`src/rtl/jws_pkg.sv`:
```
`timescale 1ns / 1ps
`default_nettype none
// ----------------------------------------------------------------------------
// Jaro-Winkler similarity package
// Shared transaction types, command codes and register indexes.
// ----------------------------------------------------------------------------
package jws_pkg;

	// Command codes carried in the kind field.
	localparam logic [1:0] KIND_FIRST   = 2'd0;
	localparam logic [1:0] KIND_SECOND  = 2'd1;
	localparam logic [1:0] KIND_COMPUTE = 2'd2;

	// Configuration register indexes.
	localparam logic [1:0] REG_BOOST_THRESHOLD = 2'd0;
	localparam logic [1:0] REG_PREFIX_SCALE    = 2'd1;
	localparam logic [1:0] REG_PREFIX_LIMIT    = 2'd2;

	// Register reset values.
	localparam logic [16:0] BOOST_THRESHOLD_RST = 17'd45875;
	localparam logic [14:0] PREFIX_SCALE_RST    = 15'd6554;
	localparam logic [3:0]  PREFIX_LIMIT_RST    = 4'd4;

	// One in Q16.
	localparam logic [16:0] Q16_ONE = 17'd65536;

	typedef struct packed {
		logic [1:0] kind;
		logic [7:0] char_value;
	} cmd_t;

	typedef struct packed {
		logic [16:0] similarity;
		logic [16:0] jaro_score;
		logic [6:0]  match_count;
		logic [6:0]  mismatch_pairs;
		logic [3:0]  prefix_length;
		logic        truncated;
	} result_t;

endpackage

`default_nettype wire

```
`src/rtl/jaro_winkler_similarity_top.sv`:
```
`timescale 1ns / 1ps
`default_nettype none
// ----------------------------------------------------------------------------
// Jaro-Winkler similarity engine
// Loads two words byte by byte and scores them with a sequenced datapath.
// ----------------------------------------------------------------------------
// A load transaction (kind 0 or 1) is taken without raising busy, so bytes
// can stream in every cycle. A compute transaction raises busy and runs a
// sequencer over one shared multiplier and the divider's subtractor: the
// match walk starts each row of the first word, skips taken slots, probes
// each free slot and closes a window with no match; the transposition pass
// steps through the matched positions of each word; then come five multiply
// steps, a setup step and a 17-step restoring divider, a threshold check,
// and, when the bonus applies, a walk over the prefix characters and three
// more steps, then an output step. The result appears on result with done
// high for a single cycle; the receiver cannot stall it, so it must be
// taken in that cycle.
module jaro_winkler_similarity_top
	import jws_pkg::*;
#(
	parameter int MAX_LEN = 64
) (
	input  wire         clk,
	input  wire         arst_n,
	input  wire         start,
	input  cmd_t        cmd,
	output logic        busy,
	output logic        done,
	output result_t     result,
	input  wire         cfg_wr_en,
	input  wire  [1:0]  cfg_addr,
	input  wire  [16:0] cfg_wdata
);

	localparam int LW  = $clog2(MAX_LEN + 1);
	localparam int AW  = $clog2(MAX_LEN);
	localparam int SW  = LW + 3;
	localparam int NW  = 3 * LW + 3;
	localparam int RW  = NW + 16;
	localparam int MXW = (2 * LW > 19) ? 2 * LW : 19;
	localparam int MYW = (LW + 1 > 17) ? LW + 1 : 17;
	localparam int PW  = MXW + MYW;

	typedef enum logic [4:0] {
		ST_IDLE, ST_MROW, ST_MCOL, ST_MCMP, ST_TI, ST_TK, ST_TCMP,
		ST_MU1, ST_MU2, ST_MU3, ST_MU4, ST_MU5, ST_DINIT, ST_DIV,
		ST_BCHK, ST_PCHK, ST_PCMP, ST_BM1, ST_BM2, ST_SUM, ST_OUT
	} state_t;

	state_t state_q;

	// Word stores and their registered read ports.
	logic [7:0] w1_mem [MAX_LEN];
	logic [7:0] w2_mem [MAX_LEN];
	logic [7:0] rd1_q, rd2_q;

	logic [16:0] thr_q;
	logic [14:0] scale_q;
	logic [3:0]  plim_q;

	logic [LW-1:0] l1_q, l2_q, i_q, j_q, hi_q, m_q, c_q;
	logic [MAX_LEN-1:0] fm_q, sm_q;
	logic ovf_q;
	logic signed [SW-1:0] win_q;

	logic [2*LW-1:0] mm_q, l12_q;
	logic [NW-1:0]   pa_q, num_q, den_q;
	logic [RW-1:0]   rem_q, ds_q;
	logic [16:0]     quo_q, jaro_q;
	logic [4:0]      cnt_q;
	logic [3:0]      p_q;
	logic [18:0]     ps_q;
	logic [19:0]     bon_q;

	logic accept, load1, load2;
	assign accept = start && !busy;
	assign load1  = accept && (cmd.kind == KIND_FIRST) && (l1_q < LW'(MAX_LEN));
	assign load2  = accept && (cmd.kind == KIND_SECOND) && (l2_q < LW'(MAX_LEN));
	assign busy   = (state_q != ST_IDLE);

	// Word store writes and registered reads.
	always_ff @(posedge clk) begin
		if (load1) begin
			w1_mem[l1_q[AW-1:0]] <= cmd.char_value;
		end
		if (load2) begin
			w2_mem[l2_q[AW-1:0]] <= cmd.char_value;
		end
		rd1_q <= w1_mem[i_q[AW-1:0]];
		rd2_q <= w2_mem[j_q[AW-1:0]];
	end

	// Shared multiplier operand selection.
	logic [MXW-1:0] mul_x;
	logic [MYW-1:0] mul_y;
	logic [PW-1:0]  prod;
	always_comb begin
		mul_x = '0;
		mul_y = '0;
		case (state_q)
			ST_MU1: begin
				mul_x = MXW'(m_q);
				mul_y = MYW'(m_q);
			end
			ST_MU2: begin
				mul_x = MXW'(mm_q);
				mul_y = MYW'(l1_q) + MYW'(l2_q);
			end
			ST_MU3: begin
				mul_x = MXW'(l1_q);
				mul_y = MYW'(l2_q);
			end
			ST_MU4: begin
				mul_x = MXW'(l12_q);
				mul_y = (MYW'(m_q) << 1) - MYW'(c_q);
			end
			ST_MU5: begin
				mul_x = MXW'(l12_q);
				mul_y = MYW'(m_q);
			end
			ST_BM1: begin
				mul_x = MXW'(p_q);
				mul_y = MYW'(scale_q);
			end
			ST_BM2: begin
				mul_x = MXW'(ps_q);
				mul_y = MYW'(Q16_ONE - jaro_q);
			end
			default: begin
				mul_x = '0;
				mul_y = '0;
			end
		endcase
	end
	assign prod = PW'(mul_x) * PW'(mul_y);

	// Match window bounds for the current row of the first word.
	logic [LW-1:0] maxl;
	logic signed [SW-1:0] lo_s, hi_s;
	assign maxl = (l1_q > l2_q) ? l1_q : l2_q;
	assign lo_s = $signed(SW'(i_q)) - win_q;
	assign hi_s = $signed(SW'(i_q)) + win_q + SW'(1);

	// Divider trial subtraction and bonus sum.
	logic [RW:0]   trial;
	logic [20:0]   sum;
	assign trial = {1'b0, rem_q} - {1'b0, ds_q};
	assign sum   = 21'(jaro_q) + 21'(bon_q);

	logic [LW+3:0] i_ext, plim_ext;
	assign i_ext    = (LW+4)'(i_q);
	assign plim_ext = (LW+4)'(plim_q);

	// Sequencer, registers and result outputs.
	always_ff @(posedge clk or negedge arst_n) begin
		if (!arst_n) begin
			state_q <= ST_IDLE;
			thr_q   <= BOOST_THRESHOLD_RST;
			scale_q <= PREFIX_SCALE_RST;
			plim_q  <= PREFIX_LIMIT_RST;
			l1_q    <= '0;
			l2_q    <= '0;
			fm_q    <= '0;
			sm_q    <= '0;
			ovf_q   <= 1'b0;
			i_q     <= '0;
			j_q     <= '0;
			m_q     <= '0;
			c_q     <= '0;
			cnt_q   <= '0;
			done    <= 1'b0;
		end else begin
			done <= 1'b0;
			if (cfg_wr_en) begin
				case (cfg_addr)
					REG_BOOST_THRESHOLD: thr_q   <= cfg_wdata;
					REG_PREFIX_SCALE:    scale_q <= cfg_wdata[14:0];
					REG_PREFIX_LIMIT:    plim_q  <= cfg_wdata[3:0];
					default:             ;
				endcase
			end
			case (state_q)
				ST_IDLE: begin
					if (load1) begin
						l1_q <= l1_q + LW'(1);
					end else if (load2) begin
						l2_q <= l2_q + LW'(1);
					end else if (accept && (cmd.kind == KIND_FIRST ||
					                        cmd.kind == KIND_SECOND)) begin
						ovf_q <= 1'b1;
					end else if (accept && cmd.kind == KIND_COMPUTE) begin
						m_q   <= '0;
						c_q   <= '0;
						i_q   <= '0;
						j_q   <= '0;
						win_q <= $signed(SW'(maxl >> 1)) - SW'(1);
						if (l1_q == '0) begin
							jaro_q  <= (l2_q == '0) ? Q16_ONE : 17'd0;
							state_q <= ST_BCHK;
						end else begin
							state_q <= ST_MROW;
						end
					end
				end
				// Start a row and clip the window to the second word, or end the walk after the last row.
				ST_MROW: begin
					if (i_q == l1_q) begin
						i_q <= '0;
						j_q <= '0;
						if (m_q == '0) begin
							jaro_q  <= '0;
							state_q <= ST_BCHK;
						end else begin
							state_q <= ST_TI;
						end
					end else begin
						j_q <= lo_s[SW-1] ? '0 : LW'(lo_s);
						hi_q <= (hi_s > $signed(SW'(l2_q))) ? l2_q : LW'(hi_s);
						state_q <= ST_MCOL;
					end
				end
				// Skip taken slots; probe the next free one.
				ST_MCOL: begin
					if (j_q >= hi_q) begin
						i_q     <= i_q + LW'(1);
						state_q <= ST_MROW;
					end else if (sm_q[j_q[AW-1:0]]) begin
						j_q <= j_q + LW'(1);
					end else begin
						state_q <= ST_MCMP;
					end
				end
				ST_MCMP: begin
					if (rd1_q == rd2_q) begin
						fm_q[i_q[AW-1:0]] <= 1'b1;
						sm_q[j_q[AW-1:0]] <= 1'b1;
						m_q     <= m_q + LW'(1);
						i_q     <= i_q + LW'(1);
						state_q <= ST_MROW;
					end else begin
						j_q     <= j_q + LW'(1);
						state_q <= ST_MCOL;
					end
				end
				// Transposition pass: pair matched characters in order.
				ST_TI: begin
					if (i_q == l1_q) begin
						state_q <= ST_MU1;
					end else if (!fm_q[i_q[AW-1:0]]) begin
						i_q <= i_q + LW'(1);
					end else begin
						state_q <= ST_TK;
					end
				end
				ST_TK: begin
					if (j_q >= l2_q) begin
						state_q <= ST_MU1;
					end else if (!sm_q[j_q[AW-1:0]]) begin
						j_q <= j_q + LW'(1);
					end else begin
						state_q <= ST_TCMP;
					end
				end
				ST_TCMP: begin
					if (rd1_q != rd2_q) begin
						c_q <= c_q + LW'(1);
					end
					i_q     <= i_q + LW'(1);
					j_q     <= j_q + LW'(1);
					state_q <= ST_TI;
				end
				// Numerator and denominator through the shared multiplier.
				ST_MU1: begin
					mm_q    <= (2*LW)'(prod);
					state_q <= ST_MU2;
				end
				ST_MU2: begin
					pa_q    <= NW'(prod);
					state_q <= ST_MU3;
				end
				ST_MU3: begin
					l12_q   <= (2*LW)'(prod);
					state_q <= ST_MU4;
				end
				ST_MU4: begin
					num_q   <= (pa_q << 1) + NW'(prod);
					state_q <= ST_MU5;
				end
				ST_MU5: begin
					den_q   <= (NW'(prod) << 2) + (NW'(prod) << 1);
					state_q <= ST_DINIT;
				end
				ST_DINIT: begin
					rem_q   <= {num_q, 16'd0};
					ds_q    <= {den_q, 16'd0};
					quo_q   <= '0;
					cnt_q   <= '0;
					state_q <= ST_DIV;
				end
				// Restoring division, one quotient bit per cycle.
				ST_DIV: begin
					if (!trial[RW]) begin
						rem_q <= trial[RW-1:0];
					end
					quo_q <= {quo_q[15:0], !trial[RW]};
					ds_q  <= ds_q >> 1;
					cnt_q <= cnt_q + 5'd1;
					if (cnt_q == 5'd16) begin
						jaro_q  <= {quo_q[15:0], !trial[RW]};
						state_q <= ST_BCHK;
					end
				end
				ST_BCHK: begin
					i_q <= '0;
					j_q <= '0;
					if (jaro_q > thr_q) begin
						state_q <= ST_PCHK;
					end else begin
						p_q     <= '0;
						result.similarity <= jaro_q;
						state_q <= ST_OUT;
					end
				end
				// Common prefix, bounded by both lengths and the limit.
				ST_PCHK: begin
					if (i_q == l1_q || i_q == l2_q || i_ext == plim_ext) begin
						p_q     <= 4'(i_q);
						state_q <= ST_BM1;
					end else begin
						state_q <= ST_PCMP;
					end
				end
				ST_PCMP: begin
					if (rd1_q == rd2_q) begin
						i_q     <= i_q + LW'(1);
						j_q     <= j_q + LW'(1);
						state_q <= ST_PCHK;
					end else begin
						p_q     <= 4'(i_q);
						state_q <= ST_BM1;
					end
				end
				ST_BM1: begin
					ps_q    <= 19'(prod);
					state_q <= ST_BM2;
				end
				ST_BM2: begin
					bon_q   <= prod[35:16];
					state_q <= ST_SUM;
				end
				ST_SUM: begin
					result.similarity <= (sum > 21'(Q16_ONE)) ? Q16_ONE : 17'(sum);
					state_q <= ST_OUT;
				end
				// Deliver the transaction and clear the words.
				ST_OUT: begin
					result.jaro_score     <= jaro_q;
					result.match_count    <= 7'(m_q);
					result.mismatch_pairs <= 7'(c_q);
					result.prefix_length  <= p_q;
					result.truncated      <= ovf_q;
					done    <= 1'b1;
					l1_q    <= '0;
					l2_q    <= '0;
					fm_q    <= '0;
					sm_q    <= '0;
					ovf_q   <= 1'b0;
					state_q <= ST_IDLE;
				end
				default: state_q <= ST_IDLE;
			endcase
		end
	end

	// A result only follows a compute in progress, and lasts one cycle.
	a_done_after_busy: assert property (@(posedge clk) disable iff (!arst_n)
		done |-> $past(busy)) else $error("done without a compute");
	a_done_pulse: assert property (@(posedge clk) disable iff (!arst_n)
		done |=> !done) else $error("done held over two cycles");
	a_match_bound: assert property (@(posedge clk) disable iff (!arst_n)
		busy |-> (m_q <= l1_q && m_q <= l2_q)) else $error("match count too large");
	a_trans_bound: assert property (@(posedge clk) disable iff (!arst_n)
		busy |-> (c_q <= m_q)) else $error("mismatch count above matches");

endmodule

`default_nettype wire
```
`config.mk`:
```
export PLATFORM = sky130hd
export DESIGN_NAME = jaro_winkler_similarity_top
export DESIGN_NICKNAME = d
export VERILOG_FILES = /design/src/rtl/jws_pkg.sv /design/src/rtl/jaro_winkler_similarity_top.sv
export SDC_FILE = /design/constraint.sdc
export NUM_CORES = 2
export LEC_CHECK = 0
export BUFFER_PORTS_ARGS = -buffer_cell sky130_fd_sc_hd__buf_4
export CORE_ASPECT_RATIO = 1.75
export CORE_MARGIN = 5
export CORE_UTILIZATION = 52
export DETAILED_ROUTE_END_ITERATION = 16
export PLACE_DENSITY = 0.72
export SYNTH_ARGS = -nofsm -noshare
export SYNTH_HDL_FRONTEND = slang
export SYNTH_SLANG_ARGS = --single-unit
export TNS_END_PERCENT = 1
```
`constraint.sdc`:
```
create_clock -name clk -period 8.95 [get_ports clk]
set_input_delay 0.4475 -clock clk [delete_from_list [all_inputs] [get_ports clk]]
set_output_delay 0.4475 -clock clk [all_outputs]
set_load 0.01 [all_outputs]
```
==> results.toml <==
[status]
outcome = "completed"

[die]
die_height_um = 521.2
initial_core_util_pct = 52.35
die_width_um = 302.1
dieArea_um2 = 157500
fp.coreArea_um2 = 148300
num_rows = 187
pin_count = 88

[hold_path]
min_path_type = "in2reg"
hold_start = "cmd[6]"
min_path_cells = 1
hold_end = "w2_mem[42][6]"

[sta]
fin_crit_ps = 8834
slew_viol_final = 0
rsz0062_at_grt = "true"
layout_setup_ws_ps = 116.3
relSlewSlack_pct = 12.19
finalSetupTns_ps = 0
finClkSkew_ps = 55.49
fin_crit_sh_pct = 98.70
worst_pin_slew_ps = 1307
setup_viol = 0
fmax_mhz = 113.2
hold_viol = 0

[drt]
antenna_left = 0
vias_per_cell = 6.189
finalWirelength_um = 225200
firstDrtPassIters = 8
drtIter0Drc = 5151
vias = 53280
drcViolationCount = 0
post_drt_wl_per_cell_um = 26.16

[synth]
synth_edf_count = 1345
mappedNetlistArea_um2 = 77650
synth_seq_cells = 1579
yosysSeqAreaShare_pct = 59.48
ys.flop_type = "edfxtp_1"
yosysUniqueCellTypes = 99
syn-num-nets = 6737
synthArstFlopShare_pct = 13.81
syn_area_per_cell_um2 = 12.63
synthCells = 6146
ys_warn_count = 0

[setup_path]
reg2reg_depth = 35
arrival_ps = 9380
required_ps = 9490
cp-start-kind = "flip-flop"
reg2reg_to = "num_q[22]"
setup.worst_path.end_class = "flip-flop"
cpPeakStageDelay_ps = 550
crit_fanout = 7
r2r_start = "state_q[4]"
worst-setup-path-type = "reg2reg"
slowest_stage = "fa_1"
rrSetupSlack_ps = 120

[final_layout]
multi_input_area_um2 = 29100
seq_area_um2 = 46190
nets = 7102
final_cells = 8608
fill_cells = 11700
drive_above_1_share_pct = 13.46
stdcell_area_um2 = 88260
synthToLayoutAreaGrowth_pct = 13.66

[cts]
path_clk_slew_ps = 70
clock_sinks = 1579
cts-htree-levels = 4
cts-root-buf = "clkbuf_16"
cts_made_buffers = 139
cts_buffer_depth = 3
cts_tree = "done"
clock_latency_ps = 810

[placement]
gp_congestion = 0.9680
portBuffers = 87
hpwl_um = 156800
pre_cts_ws_ps = -186.1
placed_cell_area_um2 = 82940
placed_cells = 8323

[global_routing]
grt.overflow.total = 0
grt_pass1_vias = 54560
track_usage_pct = 28.09
antenna_found_initial = 4
grt_max_degree = 103
grt_pass1_wl_um = 332000

[power]
p_per_area_nw_per_um2 = 216.0
p_leak_uw = 0.03318
total_power_uw = 19060
ir_drop_uv = 196.3

[flow_run]
cap_violations = 0
worst max-delay path by stage:
| stage | cells after the start | slack [ps] | startpoint | end |
|---|---|---|---|---|
| after floorplan | 39 | 50 | l2_q[1] | den_q[23] |
| after global placement | 38 | -150 | c_q[1] | num_q[22] |
| after detailed placement | 40 | -190 | m_q[0] | den_q[22] |
| after CTS | 38 | 30 | m_q[0] | num_q[22] |
| after global routing | 38 | -150 | c_q[1] | num_q[22] |
| final | 35 | 120 | state_q[4] | num_q[22] |
timing repair:
action | 4_1_cts | 5_1_grt
hold buffers | 18 | 0
pin swaps | 0 | 52
endpoints found under the setup margin | 7 | 13
endpoints found under the hold margin | 74 | 0
gates resized for setup | 6 | 92
buffers inserted | 0 | 13
cell usage in the layout (no fill, tap or decap), drive strengths merged, types with 64 or more instances in the layout:
cell,synthesis,final
nand2,426,426
a22oi,467,467
a31oi,66,66
nand3,76,76
and2,102,102
o21ai,183,183
a21oi,315,315
edfxtp,1345,1345
dfrtp,201,201
fa,262,262
xnor2,130,130
nor2,572,572
nand4,104,104
inv,463,472
xor2,65,65
ha,296,296
clkbuf,228,176
nor3,64,64
a21o,69,69
buf,63,497
logic make-up after synthesis:
logic type	synth area share (%)
muxes	1.107
buffers and inverters	3.778
DFF	59.48
adders and majority gates	11.52
and+or+nand+nor	8.970
xor gates and xnor gates	2.199
AOI/OAI and AO/OA	12.94
cell usage after synthesis, drive strengths merged (104+ instances only):
| cell type | instances | area (µm²) |
|---|---|---|
| nand4 | 104 | 650.6 |
| a22oi | 467 | 3506 |
| dfrtp | 201 | 5030 |
| clkbuf | 228 | 855.8 |
| edfxtp | 1345 | 40390 |
| a21oi | 315 | 1577 |
| inv | 463 | 1738 |
| nor2 | 572 | 2147 |
| fa | 262 | 5245 |
| nand2 | 426 | 1599 |
| xnor2 | 130 | 1139 |
| o21ai | 183 | 915.9 |
| ha | 296 | 3704 |
cell type report:
class                   count  share of cell area [%]
repair buffers            515                   4.662
flip-flops and latches   1579                   52.33
clock buffers             176                   4.213
inverters                 467                   1.992
well taps                1984                   2.813
clock inverters            76                   1.009
multi-input cells        3809                   32.97
diodes                      2                0.005670
registers in the layout, indices dropped and copies added (netlist names), 17 cells and up:
register and flops:
w1_mem 512, w2_mem 512, fm_q 64, sm_q 64, result 53, ds_q 40
rem_q 40, num_q 24, den_q 23, pa_q 23, bon_q 20, ps_q 19
jaro_q 17, thr_q 17
layer usage:
metal	vias to the layer above	track usage (%)	part of all wire (%)
met5	-	0	0.0053
li1	23340	-	-
met2	2638	49.48	51
met3	824	4.606	6.9
met1	26470	29.89	32
met4	2	21.51	9.4
critical path, delay by kind of cell (launching register included):
kind	cells	cell delay, ps
adder cells (fa/ha/maj)	8	3050
AO/OA/AOI/OAI	9	2340
AND/OR/NAND/NOR	7	1120
XOR/XNOR	2	360
buffers and inverters	9	1260
flip-flops	1	440
power by group:
part | switching, µW | internal [µW]
logic | 2960 | 1580
registers | 185 | 8260
clock network | 2820 | 3250
total | 5970 | 13100
per-stage QoR:
| step | util [%] | hold slack (ps) |
|---|---|---|
| floorplan | - | 151.9 |
| global placement | 55.91 | 399.3 |
| detailed placement | 55.91 | 396.7 |
| CTS | 59.16 | 42.93 |
| global route | 59.50 | 55.99 |
| finish | 59.50 | 72.93 |
Note: power is estimated with default switching activity, not from simulation.
